## config.mk

```make
export PLATFORM = sky130hd
export DESIGN_NAME = c2f_sqdiv
export DESIGN_NICKNAME = d
export VERILOG_FILES = /design/src/rtl/c2f_pkg.sv /design/src/rtl/c2f_sqdiv.sv
export SDC_FILE = /design/constraint.sdc
export NUM_CORES = 1
export LEC_CHECK = 0
export ABC_AREA = 1
export BUFFER_PORTS_ARGS = -buffer_cell sky130_fd_sc_hd__buf_4
export CAP_MARGIN = 15
export CORE_ASPECT_RATIO = 1.1
export CORE_MARGIN = 4
export CORE_UTILIZATION = 32
export CTS_CLUSTER_DIAMETER = 100
export DETAILED_ROUTE_END_ITERATION = 8
export PLACE_DENSITY = 0.6
export SETUP_SLACK_MARGIN = 0.02
export SYNTH_ARGS = -nofsm -noshare
export SYNTH_HDL_FRONTEND = slang
export SYNTH_SLANG_ARGS = --single-unit
```

## constraint.sdc

```tcl
create_clock -name clk -period 6.4 [get_ports clk]
set_input_delay 0 -clock clk [delete_from_list [all_inputs] [get_ports clk]]
set_output_delay 0 -clock clk [all_outputs]
set_load 0.005 [all_outputs]
```

## src/rtl/c2f_pkg.sv

```systemverilog
package c2f_pkg;

    // Shared square-root / divide unit
    typedef enum logic {
        SQ_OP_SQRT = 1'b0,
        SQ_OP_DIV  = 1'b1
    } sq_op_t;

    typedef struct packed {
        logic       start;
        sq_op_t     op;
        logic [6:0] steps;
    } sq_req_t;

    // Configuration register indexes
    typedef enum logic [1:0] {
        CFG_WAYPOINT_COUNT = 2'd0,
        CFG_CENTER_X       = 2'd1,
        CFG_CENTER_Y       = 2'd2
    } cfg_index_t;

    localparam logic [31:0] CENTER_X_RESET = 32'd256000;
    localparam logic [31:0] CENTER_Y_RESET = 32'd512000;

    localparam logic [32:0] NEAR_LIMIT     = 33'd25600000;
    localparam logic [50:0] NEAR_LIMIT_SQ  = 51'd655360000000000;
    localparam logic [21:0] QUARTER_PI_Q16 = 22'd51472;
    localparam logic [19:0] HALF_PI_Q16    = 20'd102944;
    localparam logic [4:0]  CORDIC_LAST    = 5'd16;
    localparam logic [30:0] S_MAX          = 31'h7FFF_FFFF;

    localparam logic [6:0] SQRT_STEPS_SHORT = 7'd33;
    localparam logic [6:0] SQRT_STEPS_LONG  = 7'd64;
    localparam logic [6:0] DIV_STEPS        = 7'd40;

    function automatic logic [16:0] atan_q16(input logic [4:0] i);
        logic [16:0] a;
        unique case (i)
            5'd0:    a = 17'd51472;
            5'd1:    a = 17'd30386;
            5'd2:    a = 17'd16055;
            5'd3:    a = 17'd8150;
            5'd4:    a = 17'd4091;
            5'd5:    a = 17'd2047;
            5'd6:    a = 17'd1024;
            5'd7:    a = 17'd512;
            5'd8:    a = 17'd256;
            5'd9:    a = 17'd128;
            5'd10:   a = 17'd64;
            5'd11:   a = 17'd32;
            5'd12:   a = 17'd16;
            5'd13:   a = 17'd8;
            5'd14:   a = 17'd4;
            5'd15:   a = 17'd2;
            5'd16:   a = 17'd1;
            default: a = 17'd0;
        endcase
        return a;
    endfunction

endpackage

```

## src/rtl/c2f_sqdiv.sv

```systemverilog
module c2f_sqdiv
    import c2f_pkg::*;
(
    input  logic          clk,
    input  logic          rst_n,
    input  sq_req_t       req,
    input  logic [127:0]  num,
    input  logic [55:0]   rem_init,
    input  logic [63:0]   den,
    output logic          done,
    output logic [63:0]   result
);

    logic [67:0]  rem_reg, rem_next;
    logic [127:0] num_reg, num_next;
    logic [63:0]  root_reg, root_next;
    logic [63:0]  den_reg, den_next;
    logic [6:0]   cnt_reg, cnt_next;
    logic         busy_reg, busy_next;
    logic         done_reg, done_next;
    sq_op_t       op_reg, op_next;

    logic [67:0] rem_sh;
    logic [67:0] trial;
    logic [68:0] diff;
    logic        ge;

    always_comb
    begin
        // sqrt brings down two bits against 4*root+1, divide one bit against the divisor
        if (op_reg == SQ_OP_SQRT)
        begin
            rem_sh = {rem_reg[65:0], num_reg[127:126]};
            trial  = {2'b00, root_reg, 2'b01};
        end
        else
        begin
            rem_sh = {rem_reg[66:0], num_reg[127]};
            trial  = {4'b0000, den_reg};
        end
        diff = {1'b0, rem_sh} - {1'b0, trial};
        ge   = !diff[68];
    end

    always_comb
    begin
        rem_next  = rem_reg;
        num_next  = num_reg;
        root_next = root_reg;
        den_next  = den_reg;
        cnt_next  = cnt_reg;
        busy_next = busy_reg;
        op_next   = op_reg;
        done_next = 1'b0;
        if (req.start)
        begin
            rem_next  = {12'b0, rem_init};
            num_next  = num;
            root_next = '0;
            den_next  = den;
            cnt_next  = req.steps;
            op_next   = req.op;
            busy_next = 1'b1;
        end
        else if (busy_reg)
        begin
            rem_next  = ge ? diff[67:0] : rem_sh;
            root_next = {root_reg[62:0], ge};
            num_next  = (op_reg == SQ_OP_SQRT) ? {num_reg[125:0], 2'b00}
                                               : {num_reg[126:0], 1'b0};
            cnt_next  = cnt_reg - 7'd1;
            if (cnt_reg == 7'd1)
            begin
                busy_next = 1'b0;
                done_next = 1'b1;
            end
        end
    end

    always_ff @(posedge clk or negedge rst_n)
    begin
        if (!rst_n)
        begin
            cnt_reg  <= '0;
            busy_reg <= 1'b0;
            done_reg <= 1'b0;
            op_reg   <= SQ_OP_SQRT;
        end
        else
        begin
            cnt_reg  <= cnt_next;
            busy_reg <= busy_next;
            done_reg <= done_next;
            op_reg   <= op_next;
        end
    end

    always_ff @(posedge clk)
    begin
        rem_reg  <= rem_next;
        num_reg  <= num_next;
        root_reg <= root_next;
        den_reg  <= den_next;
    end

    assign done   = done_reg;
    assign result = root_reg;

endmodule

```

==> results.py, run 1 <==
metrics = {
    "pwr": {
        "p_int_mw": 5.86,
        "p_comb_frac": 0.501,
        "p_clk_frac": 0.213,
        "swShare": 0.438,
        "peakVddDrop_mv": 0.179,
        "power_mw": 10.4,
        "seqPwrFrac": 0.286,
        "p_per_area_nw_per_um2": 360,
        "p_leak_nw": 13.6,
        "p_sw_mw": 4.57,
    },
    "global_route": {
        "grt_pass1_vias": 22058,
        "track_usage": 0.206,
        "gr-total-overflow": 0,
        "grt_start_max_net_pins": 167,
        "antenna_found_initial": 9,
        "grt_pass1_wl_um": 121000,
    },
    "synthesis": {
        "syn_nets": 3437,
        "synth.distinct_cells": 43,
        "synth_xor_area_frac": 0.0132,
        "synthCells": 3109,
        "synth_mux_area_frac": 0.000456,
        "synthFlopType": "edfxtp_1",
        "yosysTopAreaCellShare": 0.340,
        "synthTopCellsByArea": "edfxtp_1 34%, nand2_1 16%, o21ai_0 9.0%",
        "synth_compound_area_frac": 0.131,
        "synth_edf_count": 248,
        "yosysMostFrequentCell": "nand2_1",
        "ys_async_sr_fraction": 0.0300,
        "synth_top_family_by_area": "simple AND/OR/NAND/NOR gates",
        "synth_top_cell_by_area": "edfxtp_1",
        "synth-seq-cells": 333,
        "yosys_warnings": 0,
        "synthAdderAreaFrac": 0.0397,
        "yosysSeqAreaShare": 0.419,
        "ys_top_cells_by_count": "964 x nand2_1, 429 x inv_1, 395 x o21ai_0, 248 x edfxtp_1, 235 x nor2_1",
        "synthSimpleGateAreaFrac": 0.295,
        "netlist_area_um2": 21900,
        "syn_avg_cell_area_um2": 7.05,
    },
    "sta": {
        "maxSlewViolCount": 0,
        "finalSetupTns_ps": 0,
        "period_share": 0.702,
        "worstMarginPinSlew_ps": 1220,
        "rsz0062_at_grt": "false",
        "finalHoldViolCount": 0,
        "slew_headroom": 0.189,
        "max_freq_ghz": 0.222,
        "period_minus_slack_ps": 4500,
        "finalSetupViolations": 0,
        "fin_skew_ps": 12.6,
    },
    "cells_and_area": {
        "drive_gt1_frac": 0.140,
        "synthToLayoutAreaGrowth_pct": 32.3,
        "fin_cells": 4565,
        "final_nets": 3939,
        "largest_reg_flops": 128,
    },
    "placement": {
        "dp.final_hpwl_um": 55300,
        "placed_cells": 4226,
        "gp_congestion": 0.990,
        "port_buffers": 323,
    },
    "clock_network": {
        "cts-root-buf": "clkbuf_16",
        "cts-hold-fix-buffers": 261,
        "clkTransAtPathRegs_ps": 60,
        "cts.sinks": 333,
        "cts_buffer_depth": 3,
        "clk_latency_ps": 560,
        "cts_buffers": 40,
        "cts_htree_levels": 2,
        "postCtsSetupRepairBufs": 0,
        "post_cts_resized": 0,
        "cts_tree": "done",
    },
    "setup_path": {
        "cp_max_fo": 166,
        "end_kind": "flip-flop",
        "start_kind": "flip-flop",
        "crit_path_frequent_cell": "nand2_1",
        "r2r_start": "op_reg",
        "cp.arrival_ps": 4910,
        "rr_endpoint": "rem_reg[1]",
        "crit_family": "buffers and inverters",
        "timing_worst_setup_path_type": "flip-flop to flip-flop",
        "cpPeakStageDelay_ps": 610,
        "r2r_cells": 16,
        "r2r_slack_ps": 1900,
        "worstPathRequired_ps": 6810,
        "crit_chain": "inv_8 > buf_4 > nand2_1 > o21ai_0 > ha_1 > inv_1 > fa_1 > nand2_1 > nand3_1 > and2_1 > nand3_4 > nand3_2 > buf_12 > nand2_1 > nand2_1 > o21ai_1",
        "slowest_stage": "nand3_2",
        "worst-path-buf-inv": 4,
    },
    "route": {
        "drt_iter0_drc": 1596,
        "drt-pass1-iter-count": 5,
        "wl_per_cell_um": 17.1,
        "drc_errors": 0,
        "routed_wl_um": 77800,
        "ant_nets": 0,
        "vias": 22073,
        "via_per_inst": 4.84,
    },
    "worst_hold_path": {
        "min_path_cells": 2,
        "hp-start": "den[61]",
        "hold_end": "den_reg[61]",
        "hp-class": "input port to flip-flop",
    },
    "floorplanning": {
        "core_um2": 67800,
        "fp.dieH_um": 283,
        "boundaryPins": 324,
        "design.die.area_um2": 72800,
        "initial_core_util": 0.323,
        "num_rows": 100,
        "fp.dieW_um": 258,
    },
    "run_status": {
        "status": "finished clean",
    },
    "flow_run": {
        "max_cap_violations": 0,
    },
}
metal layers:
metal | part of all wire | GRT usage
met5 | 0.00044 | 0
met4 | 0.039 | 0.0743
met3 | 0.062 | 0.0382
met2 | 0.47 | 0.357
met1 | 0.43 | 0.259
power groups by stage:
| stage | Combinational, mW | Sequential (mW) | Clock [mW] |
|---|---|---|---|
| floorplan | 3.61 | 2.93 | 0 |
| global placement | 5.05 | 3.01 | 0 |
| detailed placement | 5.06 | 3.00 | 0 |
| CTS | 5.21 | 2.97 | 2.30 |
| global route | 5.88 | 3.01 | 2.39 |
| finish | 5.23 | 2.98 | 2.23 |
worst register-to-register path, delay by kind of cell, from the launching register on:
kind,cells,cell delay [ps]
buffers and inverters,4,1500
AND/OR/NAND/NOR,8,1440
adder cells (fa/ha/maj),2,650
flip-flops,1,500
AO/OA/AOI/OAI,2,260
layout make-up:
cell class	instances	area [um^2]
fill	7022	38800
multi-input combinational	2191	10500
sequential	333	9200
timing repair buffer	600	5190
inverter	445	1690
tap	918	1150
clock buffer	48	1060
clock inverter	24	193
antenna	6	15.0
stage by stage:
stage	worst slack, ps	cell area, um^2	hold slack, ps	util
detailed placement	1840	25100	-158	0.371
CTS	1830	29000	116	0.428
floorplan	51.0	21900	-296	-
global route	1450	29000	140	0.428
global placement	1940	25100	-159	0.371
finish	1900	29000	158	0.428
worst max path at each step:
stage / endpoint / cells after the start / startpoint
after floorplan: num_reg[0] / 3 / busy_reg
after global placement: rem_reg[1] / 15 / op_reg
after detailed placement: rem_reg[1] / 15 / op_reg
after CTS: rem_reg[1] / 15 / op_reg
after global routing: rem_reg[63] / 17 / op_reg
final: rem_reg[1] / 16 / op_reg
cells by family after synthesis:
group	after synthesis
AO/OA/AOI/OAI	545
multiplexers	1
AND/OR/NAND/NOR	1543
XOR/XNOR	33
adder cells (fa/ha/maj)	69
buffers and inverters	585
flip-flops	333
cells in the final DEF, fill, tap and decap left out, drive strengths merged, types with 3 or more instances in the layout:
cell type / n
buf: 339
o21ai: 401
nor4: 4
clkinvlp: 4
nor3: 13
clkbuf: 48
nor2: 251
o21bai: 9
clkinv: 19
nand3: 164
dfrtp: 10
and2: 3
xor2: 3
nand3b: 5
diode: 6
inv: 444
xnor2: 30
nand4: 68
or2: 54
a21oi: 63
o22ai: 62
o211ai: 4
edfxtp: 248
dfxtp: 75
nand2: 981
dlygate4sd3: 261
ha: 68
No activity file was read; power rests on OpenSTA's default activity.
==> run 2: changes to the inputs <==
ABC_AREA = 0   (was 1)
PLACE_DENSITY = 0.58   (was 0.6)
clock period = 4.4 ns   (was 6.4 ns; I/O delays follow)
==> run 2 against run 1 <==
Net effect: total power increased by 50%; final area decreased by 5.0%; clock skew increased by 12 ps; largest cell class unchanged; die area decreased by 8.5%; register-to-register slack got worse by 1700 ps; first-iteration DRC count decreased by 34%; largest power group unchanged; critical path type unchanged.
==> results.py, run 2 <==
metrics = {
    "clock_network": {
        "cts_buffer_depth": 3,
        "cts-root-buf": "clkbuf_16",
        "clkTransAtPathRegs_ps": 60,
        "clk_latency_ps": 560,
        "cts_htree_levels": 2,
        "cts_buffers": 41,
        "cts_tree": "done",
        "cts.sinks": 333,
    },
    "synthesis": {
        "syn_avg_cell_area_um2": 10.1,
        "synth-seq-cells": 333,
        "netlist_area_um2": 20000,
        "synthCells": 1985,
        "yosys_warnings": 0,
        "ys_async_sr_fraction": 0.0300,
        "synth_edf_count": 248,
        "ys_top_cells_by_count": "269 x mux2i_1, 248 x edfxtp_1, 247 x nand2_1, 194 x o21ai_0, 186 x nor2_1",
        "syn_nets": 2313,
        "synthFlopType": "edfxtp_1",
        "yosysTopAreaCellShare": 0.372,
        "synthTopCellsByArea": "edfxtp_1 37%, mux2i_1 13%, dfxtp_1 7.5%",
        "yosysSeqAreaShare": 0.459,
        "synth.distinct_cells": 80,
        "yosysMostFrequentCell": "mux2i_1",
        "synth_top_cell_by_area": "edfxtp_1",
    },
    "cells_and_area": {
        "drive_gt1_frac": 0.212,
        "fin_cells": 3404,
        "largest_reg_flops": 128,
        "num-fill-cells": 5825,
        "final_cell_mix": "356 x buf_4, 268 x mux2i_1, 260 x dlygate4sd3_1",
        "final_common_cell": "buf_4",
        "final_nets": 2875,
        "fin_area_um2": 27600,
        "synthToLayoutAreaGrowth_pct": 37.7,
    },
    "sta": {
        "max_freq_ghz": 0.237,
        "slew_headroom": 0.319,
        "finalSetupViolations": 0,
        "finalSetupTns_ps": 0,
        "worstMarginPinSlew_ps": 1020,
        "period_minus_slack_ps": 4220,
        "maxSlewViolCount": 0,
        "rsz0062_at_grt": "false",
        "fin_skew_ps": 24.4,
        "period_share": 0.960,
        "finalHoldViolCount": 0,
    },
    "setup_path": {
        "worstPathRequired_ps": 4880,
        "end_kind": "flip-flop",
        "r2r_cells": 13,
        "cp.arrival_ps": 4700,
        "start_kind": "flip-flop",
        "crit_chain": "buf_4 > mux2_2 > ha_1 > and2_2 > o211ai_2 > a2111o_1 > a21oi_1 > a41o_1 > a21oi_2 > o31ai_4 > a41oi_4 > o211a_1 > nor3_1",
        "rr_endpoint": "rem_reg[59]",
        "r2r_start": "op_reg",
        "cp_max_fo": 7,
        "slowest_stage": "dfrtp_4",
        "timing_worst_setup_path_type": "flip-flop to flip-flop",
        "cpPeakStageDelay_ps": 540,
        "r2r_slack_ps": 180,
        "cp-startpoint": "op_reg",
    },
    "global_route": {
        "grt_pass1_wl_um": 97700,
        "grt_start_max_net_pins": 267,
        "antenna_found_initial": 5,
        "gr-total-overflow": 0,
        "track_usage": 0.181,
        "grt_pass1_vias": 17690,
    },
    "worst_hold_path": {
        "hp-class": "input port to flip-flop",
        "hp-start": "den[46]",
        "min_path_cells": 2,
        "hold_end": "den_reg[46]",
    },
    "route": {
        "wl_per_cell_um": 18.6,
        "drc_errors": 0,
        "drt_iter0_drc": 1055,
        "drt-pass1-iter-count": 5,
        "ant_nets": 0,
        "vias": 17210,
        "routed_wl_um": 63500,
        "via_per_inst": 5.06,
    },
    "floorplanning": {
        "design.die.area_um2": 66600,
        "boundaryPins": 324,
        "fp.dieH_um": 270,
        "initial_core_util": 0.325,
        "core_um2": 61600,
        "fp.dieW_um": 246,
        "num_rows": 95,
    },
    "placement": {
        "dp.final_hpwl_um": 44800,
        "placed_cells": 3062,
        "port_buffers": 323,
        "placed_area_um2": 23600,
        "gp_congestion": 0.888,
    },
    "pwr": {
        "p_leak_nw": 11.9,
        "peakVddDrop_mv": 0.260,
        "p_per_area_nw_per_um2": 569,
    },
    "flow_run": {
        "max_cap_violations": 0,
    },
    "run_status": {
        "status": "finished clean",
    },
}
-- run 2: changes by cell type after synthesis, sizes merged, moves of 30 or more --
cell    previous run  this run
a21o               1        31
a21oi             63       136
clkbuf           118        74
inv              442        27
mux2               0        87
mux2i              1       269
nand2            981       247
nand3            164        18
nand4             68        16
nor2             251       186
o21ai            401       200
o22ai             62         2
or2               54         3
-- run 2: logic make-up (layout without fill, tap and decap cells) --
family,count (synthesis),after routing,synth area share
simple gates,545,545,0.114
mux,356,356,0.183
flops,333,333,0.459
compound gates,481,481,0.146
other cells,0,2,0
buf+inv,143,736,0.0278
xor+xnor,58,58,0.0254
fa+ha+maj,69,69,0.0435
-- run 2: worst max-delay path: cells and delay by family (launching register included) --
kind                     cells  cell delay [ps]
AO/OA/AOI/OAI                8             2240
adder cells (fa/ha/maj)      1              360
buffers and inverters        1              240
flip-flops                   1              540
multiplexers                 1              370
AND/OR/NAND/NOR              2              390
-- run 2: worst max-delay path by stage --
stage                   to  slack (ps)
2_1_floorplan  rem_reg[66]          50
3_3_place_gp   rem_reg[66]          40
3_5_place_dp   rem_reg[66]          20
4_1_cts        rem_reg[66]         110
5_1_grt        rem_reg[63]          20
6_report       rem_reg[59]         180
-- run 2: power by group --
part	total, mW	switching (mW)	internal, mW
Clock	3.20	1.35	1.86
Sequential	4.42	0.322	4.10
Combinational	8.07	4.50	3.57
-- run 2: area by class of cell --
cell class,instances,area [um^2],share of cell area
Antenna cell,2,5.00,0.000182
Clock buffer,54,1080,0.0394
Clock inverter,20,161,0.00586
Inverter,28,109,0.00395
Multi-Input combinational cell,1509,10300,0.376
Sequential cell,333,9210,0.334
Tap cell,824,1030,0.0374
Timing Repair Buffer,634,5610,0.204
-- run 2: layer usage --
layer  share of wire  vias to the layer above  GRT usage
met5         0.00087                        -          0
met4           0.022                        8     0.0470
met3           0.058                       92     0.0361
met2            0.48                      457      0.307
met1            0.44                     8235      0.237
li1                -                     8418          -
-- run 2: repair_timing --
| item | 4_1_cts | 5_1_grt |
|---|---|---|
| hold endpoints to repair | 310 | 0 |
| hold buffers | 260 | 0 |
| pin swaps | 0 | 4 |
| gates resized for setup | 0 | 15 |
| setup endpoints to repair | 1 | 9 |
| setup buffers | 1 | 5 |
-- run 2: through the flow --
| step | setup slack, ps | total power [mW] | hold WS, ps | utilization |
|---|---|---|---|---|
| after floorplan | 47.3 | 9.95 | -296 | - |
| after global placement | 36.8 | 12.1 | -149 | 0.383 |
| after detailed placement | 22.9 | 12.1 | -149 | 0.383 |
| after CTS | 113 | 15.6 | 108 | 0.445 |
| after global routing | 17.3 | 16.9 | 117 | 0.448 |
| final | 176 | 15.7 | 149 | 0.448 |
==> run 3: changes to the inputs <==
RECOVER_POWER = 25   (was unset)
clock period = 4.1 ns   (was 4.4 ns; I/O delays follow)
==> run 3 against run 2 <==
Net effect: register-to-register slack hardly changed; sequential share of layout area down 0.93 points; total power rose by 14%; first-iteration DRC count fell by 9.2%; routed wire length increased by 1.8%; final area up 2.9%; clock power rose by 18%; via count up 1.9%; clock skew down 9.0 ps; maximum frequency rose by 7.9%; critical path type unchanged; critical endpoint is now rem_reg[63]; largest cell class unchanged.
==> results.py, run 3 (synthesis gave the netlist of run 2 again) <==
metrics = {
    "cells_and_area": {
        "largest_reg_flops": 128,
        "utilization": 0.460,
        "final_nets": 2960,
        "final_common_cell": "buf_4",
        "synthToLayoutAreaGrowth_pct": 41.6,
        "drive_gt1_frac": 0.239,
        "final_cell_mix": "312 x buf_4, 268 x mux2i_1, 260 x dlygate4sd3_1",
    },
    "sta": {
        "rsz0062_at_grt": "true",
        "slew_headroom": 0.0627,
        "finalSetupViolations": 0,
        "maxSlewViolCount": 0,
        "period_share": 0.955,
        "finalHoldViolCount": 0,
        "period_minus_slack_ps": 3920,
        "fin_skew_ps": 15.4,
        "max_freq_ghz": 0.255,
        "worstMarginPinSlew_ps": 1410,
        "setup_slack_ps": 185,
    },
    "route": {
        "drt-pass1-iter-count": 5,
        "drc_errors": 0,
        "drt_iter0_drc": 958,
        "via_per_inst": 5.02,
        "wl_per_cell_um": 18.5,
        "vias": 17543,
        "ant_nets": 0,
        "routed_wl_um": 64600,
    },
    "global_route": {
        "track_usage": 0.185,
        "grt_pass1_vias": 18235,
        "grt_pass1_wl_um": 99600,
        "grt_start_max_net_pins": 200,
        "gr-total-overflow": 0,
        "antenna_found_initial": 5,
    },
    "run_status": {
        "status": "finished clean",
    },
    "setup_path": {
        "slowest_stage": "dfrtp_4",
        "critical_path.endpoint": "rem_reg[63]",
        "r2r_cells": 13,
        "crit_chain": "buf_12 > buf_4 > mux2_2 > ha_1 > and3_1 > o211ai_1 > a2111oi_4 > nor2_1 > o21a_2 > o21ai_4 > nand2_1 > or3_1 > o221a_1",
        "cp_max_fo": 18,
        "cp_num_cells": 13,
        "r2r_slack_ps": 180,
        "cpPeakStageDelay_ps": 490,
        "start_kind": "flip-flop",
        "rr_endpoint": "rem_reg[63]",
        "crit_family": "compound AO/OA/AOI/OAI gates",
        "cp.arrival_ps": 4370,
        "cp-startpoint": "op_reg",
        "end_kind": "flip-flop",
        "timing_worst_setup_path_type": "flip-flop to flip-flop",
        "r2r_start": "op_reg",
        "worstPathRequired_ps": 4550,
        "worst-path-buf-inv": 2,
    },
    "clock_network": {
        "cts-root-buf": "clkbuf_16",
        "cts_buffers": 42,
        "cts_htree_levels": 2,
        "cts.sinks": 333,
        "cts_tree": "done",
        "clk_latency_ps": 560,
        "clkTransAtPathRegs_ps": 60,
        "cts_buffer_depth": 3,
    },
    "placement": {
        "port_buffers": 323,
        "preCtsSetupSlack_ps": -24.8,
        "gp_congestion": 0.898,
        "dp.final_hpwl_um": 45700,
    },
    "floorplanning": {
        "initial_core_util": 0.325,
        "core_um2": 61600,
        "boundaryPins": 324,
        "num_rows": 95,
        "fp.dieW_um": 246,
        "fp.dieH_um": 270,
        "design.die.area_um2": 66600,
    },
    "pwr": {
        "peakVddDrop_mv": 0.431,
        "p_per_area_nw_per_um2": 633,
        "p_leak_nw": 12.2,
    },
    "worst_hold_path": {
        "hp-class": "input port to flip-flop",
    },
    "flow_run": {
        "max_cap_violations": 0,
    },
}
run 3: layer usage:
layer	up-vias	GRT usage	part of all wire
li1	8620	-	-
met1	8372	0.238	0.44
met2	456	0.319	0.48
met3	93	0.0348	0.056
met4	2	0.0446	0.021
met5	-	0	0.00020
run 3: worst register-to-register path, delay by kind of cell, from the launching register on:
kind / cells / cell delay (ps)
AND/OR/NAND/NOR: 4 / 890
adder cells (fa/ha/maj): 1 / 380
multiplexers: 1 / 340
flip-flops: 1 / 490
buffers and inverters: 2 / 340
AO/OA/AOI/OAI: 5 / 1370
run 3: stage by stage:
stage / instance area, um^2 / hold WS [ps] / cells / setup TNS (ps) / power, mW
after floorplan: 20100 / -296 / 1985 / 0 / 10.7
after CTS: 28100 / 114 / 3478 / 0 / 17.8
after global routing: 28300 / 155 / 3491 / -182 / 19.2
final: 28300 / 174 / 3493 / 0 / 18.0
after global placement: 24100 / -147 / 3139 / 0 / 13.6
after detailed placement: 24100 / -146 / 3139 / -100 / 13.7
run 3: worst min-delay path by stage:
stage,start,end,slack (ps),depth (start not counted)
global placement,rst_n,cnt_reg[4],-150,1
finish,den[34],den_reg[34],170,2
floorplan,rst_n,busy_reg,-300,0
detailed placement,rst_n,cnt_reg[4],-150,1
global route,den[43],den_reg[43],150,2
CTS,den[36],den_reg[36],110,2
run 3: where the power goes:
part	leakage (nW)	internal [mW]	switching, mW
clock	0.679	2.28	1.49
sequential	3.34	4.40	0.338
combinational	8.20	4.36	5.08
run 3: repair_timing:
item | 4_1_cts | 5_1_grt
cloned | 0 | 1
endpoints found under the hold margin | 307 | 0
pin swaps | 0 | 9
setup endpoints to repair | 9 | 64
hold buffers | 260 | 0
buffers inserted | 1 | 11
resized for setup | 3 | 41
run 3: area by class of cell:
class,count,area [um^2]
Sequential cell,333,9210
Inverter,28,109
Timing Repair Buffer,718,6130
Tap cell,824,1030
Clock buffer,58,1230
Multi-Input combinational cell,1509,10500
Clock inverter,20,184
Antenna cell,3,7.51
Fill cell,5746,33200
